**config.mk**
```make
export PLATFORM = sky130hd
export DESIGN_NAME = dedup_packet_fifo_with_range_count_top
export DESIGN_NICKNAME = d
export VERILOG_FILES = /design/src/design/dpf_pkg.sv /design/src/design/dpf_cell.sv /design/src/design/dedup_packet_fifo_with_range_count_top.sv
export SDC_FILE = /design/constraint.sdc
export NUM_CORES = 2
export LEC_CHECK = 0
export BUFFER_PORTS_ARGS = -buffer_cell sky130_fd_sc_hd__buf_4
export CORE_UTILIZATION = 56
export DETAILED_ROUTE_END_ITERATION = 10
export PLACE_DENSITY_LB_ADDON = 0.12
export SYNTH_ARGS = -nofsm -noshare
export SYNTH_HDL_FRONTEND = slang
export SYNTH_HIERARCHICAL = 1
export SYNTH_SLANG_ARGS = --single-unit
```
**constraint.sdc**
```tcl
create_clock -name clk -period 7.2 [get_ports clk]
set_input_delay 1.44 -clock clk [delete_from_list [all_inputs] [get_ports clk]]
set_output_delay 1.44 -clock clk [all_outputs]
set_load 0.02 [all_outputs]
```
**src/design/dpf_pkg.sv**
```systemverilog
// Shared types and codes for the packet FIFO with duplicate filter and range count.
package dpf_pkg;

	typedef enum logic [1:0] {
		REQ_ADD = 2'd0,
		REQ_FWD = 2'd1,
		REQ_CNT = 2'd2,
		REQ_NOP = 2'd3
	} req_t;

	typedef struct packed {
		logic [15:0] src;
		logic [15:0] dst;
		logic [31:0] ts;
	} record_t;

	typedef struct packed {
		logic shift;
		logic load;
	} cell_ctl_t;

	localparam logic [6:0] LIMIT_RESET = 7'd64;
	localparam logic [6:0] COUNT_MAX   = 7'd127;

endpackage

```
**src/design/dpf_cell.sv**
```systemverilog
// One record cell of the ring: holds, takes its neighbor's record, or loads a new one.
module dpf_cell (
	input  logic               clk,
	input  dpf_pkg::cell_ctl_t ctl,
	input  dpf_pkg::record_t   nb_rec,
	input  dpf_pkg::record_t   new_rec,
	output dpf_pkg::record_t   rec_q
);

	always_ff @(posedge clk) begin
		if (ctl.load) begin
			rec_q <= new_rec;
		end else if (ctl.shift) begin
			rec_q <= nb_rec;
		end
	end

endmodule

```
**src/design/dedup_packet_fifo_with_range_count_top.sv**
```systemverilog
// Top level: ring of record cells with request sequencer and result registers.
//
// Requests: drive req_type and the payload with start high; the transfer happens
// on a rising edge where start is high and busy is low. Each request gives one
// result, shown for exactly one cycle with done high; the receiver cannot stall.
// Records sit in a ring of DEPTH cells, oldest in cell 0. Add and count requests
// rotate the ring once around while the record passing cell 0 is compared, then
// store or report in the finish state: done rises on the same edge on which busy
// falls, and the next request may transfer once busy is low. Forward and no-op
// requests finish at once: done is high in the cycle right after the transfer
// and busy stays low, so they may be issued back to back.
// memory_limit is written through cfg_we / cfg_wdata, by the user only while idle;
// the block itself does not enforce this. 0 acts as 1, values above DEPTH act as DEPTH.
// Reset (arst_n low) empties the FIFO, sets the limit to 64 and drops any
// request in progress; cell contents are not cleared.
module dedup_packet_fifo_with_range_count_top #(
	parameter int DEPTH = 64
) (
	input  logic        clk,
	input  logic        arst_n,
	input  logic        start,
	output logic        busy,
	input  logic [1:0]  req_type,
	input  logic [15:0] src_node,
	input  logic [15:0] dst_node,
	input  logic [31:0] pkt_time,
	input  logic [31:0] range_start,
	input  logic [31:0] range_end,
	input  logic        cfg_we,
	input  logic [6:0]  cfg_wdata,
	output logic        done,
	output logic        add_accepted,
	output logic        fwd_valid,
	output logic [15:0] out_src,
	output logic [15:0] out_dst,
	output logic [31:0] out_time,
	output logic [6:0]  match_count
);

	localparam int IDXW = (DEPTH > 1) ? $clog2(DEPTH) : 1;
	localparam int OCCW = $clog2(DEPTH + 1);
	localparam int LW   = (OCCW > 7) ? OCCW : 7;

	typedef enum logic [1:0] {
		S_IDLE,
		S_SCAN,
		S_FINISH
	} state_t;

	state_t            state_q;
	logic [OCCW-1:0]   occ_q;
	logic [OCCW-1:0]   scan_q;
	logic [6:0]        limit_q;
	logic [6:0]        acc_q;
	logic              dup_q;
	dpf_pkg::req_t     req_q;
	dpf_pkg::record_t  new_q;
	logic [31:0]       lo_q;
	logic [31:0]       hi_q;

	dpf_pkg::record_t  rec [DEPTH];
	dpf_pkg::cell_ctl_t ctl [DEPTH];
	dpf_pkg::record_t  head;

	logic              take;
	logic              fwd_now;
	logic              scan_live;
	logic              is_dup;
	logic              is_match;
	logic [LW-1:0]     eff_lim;
	logic              full;
	logic              store;
	logic              shift_all;
	logic [IDXW-1:0]   wr_pos;

	assign head = rec[0];
	assign busy = (state_q != S_IDLE);
	assign take = start && (state_q == S_IDLE);
	assign fwd_now = take && (dpf_pkg::req_t'(req_type) == dpf_pkg::REQ_FWD) && (occ_q != '0);

	assign scan_live = (scan_q < occ_q);
	assign is_dup    = scan_live && (head == new_q);
	assign is_match  = scan_live && (head.dst == new_q.dst)
		&& (head.ts >= lo_q) && (head.ts <= hi_q);

	always_comb begin
		if (limit_q == '0) begin
			eff_lim = LW'(1);
		end else if (LW'(limit_q) > LW'(DEPTH)) begin
			eff_lim = LW'(DEPTH);
		end else begin
			eff_lim = LW'(limit_q);
		end
	end

	assign full  = (LW'(occ_q) >= eff_lim);
	assign store = (state_q == S_FINISH) && (req_q == dpf_pkg::REQ_ADD) && !dup_q;
	assign shift_all = (state_q == S_SCAN) || fwd_now || (store && full);
	assign wr_pos = full ? IDXW'(occ_q - OCCW'(1)) : IDXW'(occ_q);

	for (genvar i = 0; i < DEPTH; i++) begin : g_cell
		always_comb begin
			ctl[i].shift = shift_all;
			ctl[i].load  = store && (wr_pos == IDXW'(i));
		end

		dpf_cell u_cell (
			.clk     (clk),
			.ctl     (ctl[i]),
			.nb_rec  (rec[(i + 1) % DEPTH]),
			.new_rec (new_q),
			.rec_q   (rec[i])
		);
	end

	always_ff @(posedge clk or negedge arst_n) begin
		if (!arst_n) begin
			state_q      <= S_IDLE;
			occ_q        <= '0;
			scan_q       <= '0;
			limit_q      <= dpf_pkg::LIMIT_RESET;
			acc_q        <= '0;
			dup_q        <= 1'b0;
			req_q        <= dpf_pkg::REQ_NOP;
			done         <= 1'b0;
			add_accepted <= 1'b0;
			fwd_valid    <= 1'b0;
			out_src      <= '0;
			out_dst      <= '0;
			out_time     <= '0;
			match_count  <= '0;
		end else begin
			done         <= 1'b0;
			add_accepted <= 1'b0;
			fwd_valid    <= 1'b0;
			out_src      <= '0;
			out_dst      <= '0;
			out_time     <= '0;
			match_count  <= '0;
			if (cfg_we) begin
				limit_q <= cfg_wdata;
			end
			case (state_q)
				S_IDLE: begin
					if (take) begin
						req_q     <= dpf_pkg::req_t'(req_type);
						new_q.src <= src_node;
						new_q.dst <= dst_node;
						new_q.ts  <= pkt_time;
						lo_q      <= range_start;
						hi_q      <= range_end;
						scan_q    <= '0;
						acc_q     <= '0;
						dup_q     <= 1'b0;
						case (dpf_pkg::req_t'(req_type))
							dpf_pkg::REQ_ADD, dpf_pkg::REQ_CNT: begin
								state_q <= S_SCAN;
							end
							dpf_pkg::REQ_FWD: begin
								done <= 1'b1;
								if (occ_q != '0) begin
									fwd_valid <= 1'b1;
									out_src   <= head.src;
									out_dst   <= head.dst;
									out_time  <= head.ts;
									occ_q     <= occ_q - OCCW'(1);
								end
							end
							default: begin
								done <= 1'b1;
							end
						endcase
					end
				end
				S_SCAN: begin
					if (is_dup) begin
						dup_q <= 1'b1;
					end
					if (is_match && (acc_q != dpf_pkg::COUNT_MAX)) begin
						acc_q <= acc_q + 7'd1;
					end
					scan_q <= scan_q + OCCW'(1);
					if (scan_q == OCCW'(DEPTH - 1)) begin
						state_q <= S_FINISH;
					end
				end
				S_FINISH: begin
					done    <= 1'b1;
					state_q <= S_IDLE;
					if (req_q == dpf_pkg::REQ_ADD) begin
						add_accepted <= !dup_q;
						if (store && !full) begin
							occ_q <= occ_q + OCCW'(1);
						end
					end else begin
						match_count <= acc_q;
					end
				end
				default: begin
					state_q <= S_IDLE;
				end
			endcase
		end
	end

endmodule

```
Yosys cells after proc, flatten, opt, wreduce, memory -nomap -nowiden
Cells that the tools add are included.
Storage, ports and cells
  bits of input ports: 141
  logic and storage cells: 632
  register bits: 4331
  output and inout port bits: 75
Operators by class
  reduce and logical (&&, ||, !) cells: 161
  equality and inequality tests: 80
  magnitude comparators: 5
  muxes and demuxes: 171
  $add $sub $neg: 4
Operator list (count)
  $mux 64: 128
  $eq 6x6->1 const B: 32
  $reduce_bool 2->1: 67
  $mux 16: 8
  $mux 32: 4
  $eq 6x5->1 const B: 16
  $mux 7: 11
  $logic_and 1x1->1: 76
  $eq 64x64->1: 1
  $eq 6x4->1 const B: 8
  $pmux 7 s2: 3
  $ge 32x32->1: 1
  $le 32x32->1: 1
  $eq 6x3->1 const B: 4
  $add 7x1->7 const B: 3
  $eq 16x16->1: 1
  $ne 2x1->1 const B: 7
  $eq 6x2->1 const B: 2
  $reduce_and 3->1: 4
  $mux 1: 10
  $eq 7x6->1 const B: 1
  $ge 7x7->1: 1
  $gt 7x7->1 const B: 1
  $logic_not 7->1: 1
  other kinds (19): 30

Depth between registers and ports, before layout
  word-level depth: 9
  gate-level depth with buffers: 16
  depth with buffers taken out: 12

Cells and area by module
Netlist, hierarchy kept.
By module, submodules not included
  dpf_cell: seq. area each 1921.8 µm², cells an instance 136, times used 64, area each 2905.3 µm²
  dedup_packet_fifo_with_range_count_top: seq. area each 6525.0 µm², cells an instance 952, times used 1, area each 11288.3 µm²

Worst setup path after synthesis
Ideal clock, no wire load.
  path type: reg2reg
  start point: reg occ_q[0]
  end point: reg g_cell[34].u_cell/rec_q[0] in the netlist's numbering (enable)
  path buffers: 3
  library setup time: 0.426 ns
  data arrival time: 4.857 ns
  data required time: 6.774 ns
  clock period less this slack: 5.283 ns
  stages on the path, launching flop included: 14
  path slack: 1.917 ns
  path through: dfrtp_1 clkbuf_1 inv_1 ha_1 nand2b_1 a21o_1 a21oi_1 o21ai_0 a2111oi_0 nor2_1 nor4_1 buf_6 buf_6 or2_1
RTL lines
  start: declaration: RTL line dedup_packet_fifo_with_range_count_top.sv:51  | logic [OCCW-1:0] occ_q;
  start signal: assignment: RTL line dedup_packet_fifo_with_range_count_top.sv:166  | occ_q <= occ_q - OCCW'(1);
  start signal: assignment: RTL line dedup_packet_fifo_with_range_count_top.sv:193  | occ_q <= occ_q + OCCW'(1);
  end signal: assignment: RTL line dpf_cell.sv:12  | rec_q <= new_rec;
  end signal: assignment: RTL line dpf_cell.sv:14  | rec_q <= nb_rec;
  end: declaration: RTL line dpf_cell.sv:7  | output dpf_pkg::record_t rec_q

==> flow_summary_export.csv <==
group,metric,value,unit
logic_synthesis,async_reset_ff_frac,0.0247,
timing,worstMarginPinSlew,1.28,ns
global_routing,grt_max_degree,125,
timing,fin_crit,5.92,ns
clocking,cts_buffers,447,
cells_and_area,syn2layout_area_growth,10.4,%
logic_synthesis,synth.area.top_cells,"edfxtp_1, mux2_4, mux2_2",
clocking,clock_path_buffers,4,
logic_synthesis,synthDistinctLibCells,64,
floorplanning,rows,217,
worst_setup_path,cpMaxStageDelayCell,"a2111oi_0",
detailed_routing,vias,91700,
detailed_routing,drtPass1Iterations,6,
logic_synthesis,synth_area_leader_cell,"edfxtp_1",
detailed_routing,dr.first_iter.drc_count,8597,
min_path,holdPathStages,2,
worst_setup_path,regToRegStartpoint,"occ_q[0]",
cells_and_area,drive_above_1_share,0.512,
clocking,tritoncts,"done",
power,power_leakage,69.6,nW
place,place.gp.congestion,0.884,
logic_synthesis,synth_ff_type,"edfxtp_1",
detailed_routing,drc,0,
worst_setup_path,critical_path_required,7.82,ns
clocking,worstSkewPairLatency,1.01,ns
min_path,hp-class,"reg2reg",
run,max-cap-violations,0,
timing,setup_violations,0,
worst_setup_path,cp_slowest_stage_delay,0.89,ns
floorplanning,io_pins,216,
timing,rsz0062_at_grt,"false",
timing,slew-limit-headroom,0.145,
clocking,htree_levels,5,
global_routing,grt_util_all_layers,0.258,
worst_setup_path,critPathMostFrequentCell,"buf_4",
logic_synthesis,synthCells,9656,
clocking,cts-resized-gates,0,
floorplanning,dieArea,355000,sq um
clocking,clk_pin_slew_worst_paths,0.06,ns
place,placedInstanceArea,204000,sq um
cells_and_area,stdcell_area,218000,sq um
logic_synthesis,synth_top_area_frac,0.643,
worst_setup_path,worst-r2r-cell-count,13,
worst_setup_path,critPathMaxFanout,37,
timing,fin_crit_sh,0.822,
logic_synthesis,ys_ff_latch,4331,
worst_setup_path,crit_chain,"inv_1 > ha_1 > nand2b_1 > a21o_1 > a21oi_1 > o21ai_0 > a2111oi_0 > nor2_1 > buf_4 > nor4_2 > buf_4 > or2_2 > buf_12",
logic_synthesis,synth_nets,9879,
timing,timing.final.max_slew_violations,0,
logic_synthesis,syn-cell-area,197000,sq um
clocking,clkSinkCount,4331,
timing,hold_violations,0,
global_routing,grt_pass1_wl,679000,um
detailed_routing,wl_per_cell,30.6,um
clocking,cts_root_buffer,"clkbuf_16",
clocking,ctsHoldBuffers,0,
run_status,status,"finished, final reports clean",
detailed_routing,postRouteAntennaNets,0,
worst_setup_path,reg2reg_slack,1.28,ns
global_routing,grt_pass1_vias,94400,
power,ir_worst_vdd,0.211,mV
detailed_routing,vias_per_cell,6.06,
floorplanning,die_w,595,um
worst_setup_path,r2r_end,"g_cell[42].u_cell/rec_q[18]",
worst_setup_path,endpoint_kind,"flop",
place,hpwl,278000,um
global_routing,grt.overflow.total,0,
clocking,post_cts_buffers,0,
power,power_density,247,nW/um^2
cells_and_area,nets,10400,
global_routing,antenna_found_initial,31,
logic_synthesis,yosysWarnings,6,
place,dp.cells,14300,
worst_setup_path,worstSetupPathType,"reg2reg",
cells_and_area,final_cells,15100,
floorplanning,start_util,0.564,
min_path,hold_start,"req_q[1]",
cells_and_area,fillers,24000,
floorplanning,core,350000,sq um
worst_setup_path,cp-start-kind,"flop",
logic_synthesis,avgSynthCellArea,20.4,sq um
timing,tns,0,ns
logic_synthesis,synth_edf_count,4224,
place,port_buffers,215,
logic_synthesis,ys_seq_area_frac,0.657,
worst_setup_path,crit_arrival,6.54,ns
timing,clock.fmax,0.169,GHz
min_path,holdPathEnd,"req_q[1]",
detailed_routing,wl,463000,um
floorplanning,die_h,595,um
timing,fin_skew,0.0802,ns
[flip-flops by register name (all words and copies together), names as in the netlist, 2 cells and up]
register	count
state_q	2
scan_q	7
req_q	2
limit_q	7
out_dst	16
occ_q	7
out_time	32
match_count	7
g_cell.u_cell/rec_q	4096
lo_q	32
new_q	64
acc_q	7
out_src	16
hi_q	32
[layer usage]
metal	share of wire	vias up	track usage	routed length [um]
met5	0.000065	-	0	30
met4	0.027	4	0.0670	12300
met3	0.066	732	0.0415	30700
met2	0.47	2989	0.407	218000
met1	0.44	49100	0.373	203000
li1	-	38900	-	-
[report_power, final]
group	internal, mW	leakage (nW)	switching, mW	total [mW]
logic	0.474	29.2	2.41	2.88
clock network	12.7	6.83	9.73	22.4
registers	28.3	33.6	0.0693	28.4
total	41.5	69.6	12.2	53.7
[logic make-up after synthesis]
family          after synthesis  share of synthesized area
xor+xnor                     74                    0.00329
compound gates              128                    0.00434
simple gates                382                     0.0108
buf+inv                     553                     0.0256
flops                      4331                      0.657
mux                        4106                      0.294
fa+ha+maj                    82                    0.00520
[Yosys cell counts, types with 3 or more instances]
cell	number
edfxtp_1	4224
mux2_4	3136
mux2_2	966
buf_6	384
dfrtp_1	104
ha_1	82
and2_1	76
inv_1	74
xnor2_1	73
buf_2	65
or2_1	64
nand2_1	50
a21oi_1	41
nor3_1	39
nor4_1	39
nor2_1	36
clkbuf_1	29
nand4_1	26
nand3_1	19
o21ai_0	16
o22ai_1	8
a2111oi_0	7
a21o_1	7
nand2b_1	7
a211oi_1	5
and3_1	5
nor2b_1	5
o211ai_1	5
o21a_1	5
a32oi_1	4
mux2i_1	4
o31ai_1	4
or3_1	4
a31oi_1	3
and4_1	3
dfstp_2	3
o41ai_1	3
[worst max-delay path by stage]
stage	start	endpoint	slack [ns]	cells past startpoint
floorplan	occ_q[0]	g_cell[34].u_cell/rec_q[0]	1.92	13
global placement	limit_q[1]	g_cell[41].u_cell/rec_q[0]	1.22	15
detailed placement	occ_q[0]	g_cell[40].u_cell/rec_q[42]	1.45	13
CTS	occ_q[0]	g_cell[40].u_cell/rec_q[42]	1.39	13
global route	occ_q[0]	g_cell[42].u_cell/rec_q[54]	0.99	13
finish	occ_q[0]	g_cell[42].u_cell/rec_q[18]	1.28	13
[through the flow]
step	hold WS, ns	worst slack, ns	util	power [mW]
global route	0.480	0.995	0.622	55.2
finish	0.461	1.28	0.622	53.7
CTS	0.449	1.39	0.622	54.1
global placement	0.446	1.22	0.582	31.7
detailed placement	0.450	1.45	0.582	31.8
floorplan	0.439	1.92	-	30.5
[worst max-delay path, delay by kind of cell (launching register included)]
family / cells / cell delay [ns]
AO/OA/AOI/OAI: 4 / 1.57
buffers and inverters: 4 / 1.38
adder cells (fa/ha/maj): 1 / 0.35
flip-flops: 1 / 0.63
AND/OR/NAND/NOR: 4 / 1.55
[layout make-up]
| class | instances | area (sq um) | area share |
|---|---|---|---|
| flip-flops and latches | 4331 | 130000 | 0.595 |
| clock buffers | 551 | 11700 | 0.0538 |
| repair buffers | 531 | 4950 | 0.0227 |
| diodes | 14 | 35.0 | 0.000161 |
| clock inverters | 261 | 2290 | 0.0105 |
| inverters | 74 | 278 | 0.00128 |
| well taps | 4599 | 5750 | 0.0264 |
| multi-input cells | 4772 | 63100 | 0.290 |
[layout by cell type, fill, tap and decap left out, drive strengths merged, types with 6 or more instances in the layout]
| cell type | Yosys | final |
|---|---|---|
| a21oi | 41 | 41 |
| diode | 0 | 14 |
| clkinvlp | 0 | 13 |
| edfxtp | 4224 | 4224 |
| nor2 | 36 | 36 |
| buf | 450 | 531 |
| dfrtp | 104 | 104 |
| mux2 | 4102 | 4102 |
| and2 | 76 | 76 |
| o22ai | 8 | 8 |
| nand3 | 19 | 19 |
| nand2 | 50 | 50 |
| o21ai | 16 | 16 |
| nor4 | 39 | 39 |
| clkinv | 0 | 201 |
| clkbuf | 29 | 551 |
| xnor2 | 73 | 73 |
| ha | 82 | 82 |
| a21o | 7 | 7 |
| o211ai | 6 | 6 |
| nand4 | 27 | 27 |
| inv | 74 | 87 |
| bufinv | 0 | 34 |
| nand2b | 7 | 7 |
| nor3 | 39 | 39 |
| a2111oi | 7 | 7 |
| or2 | 66 | 66 |
(Power assumes the default switching activity.)
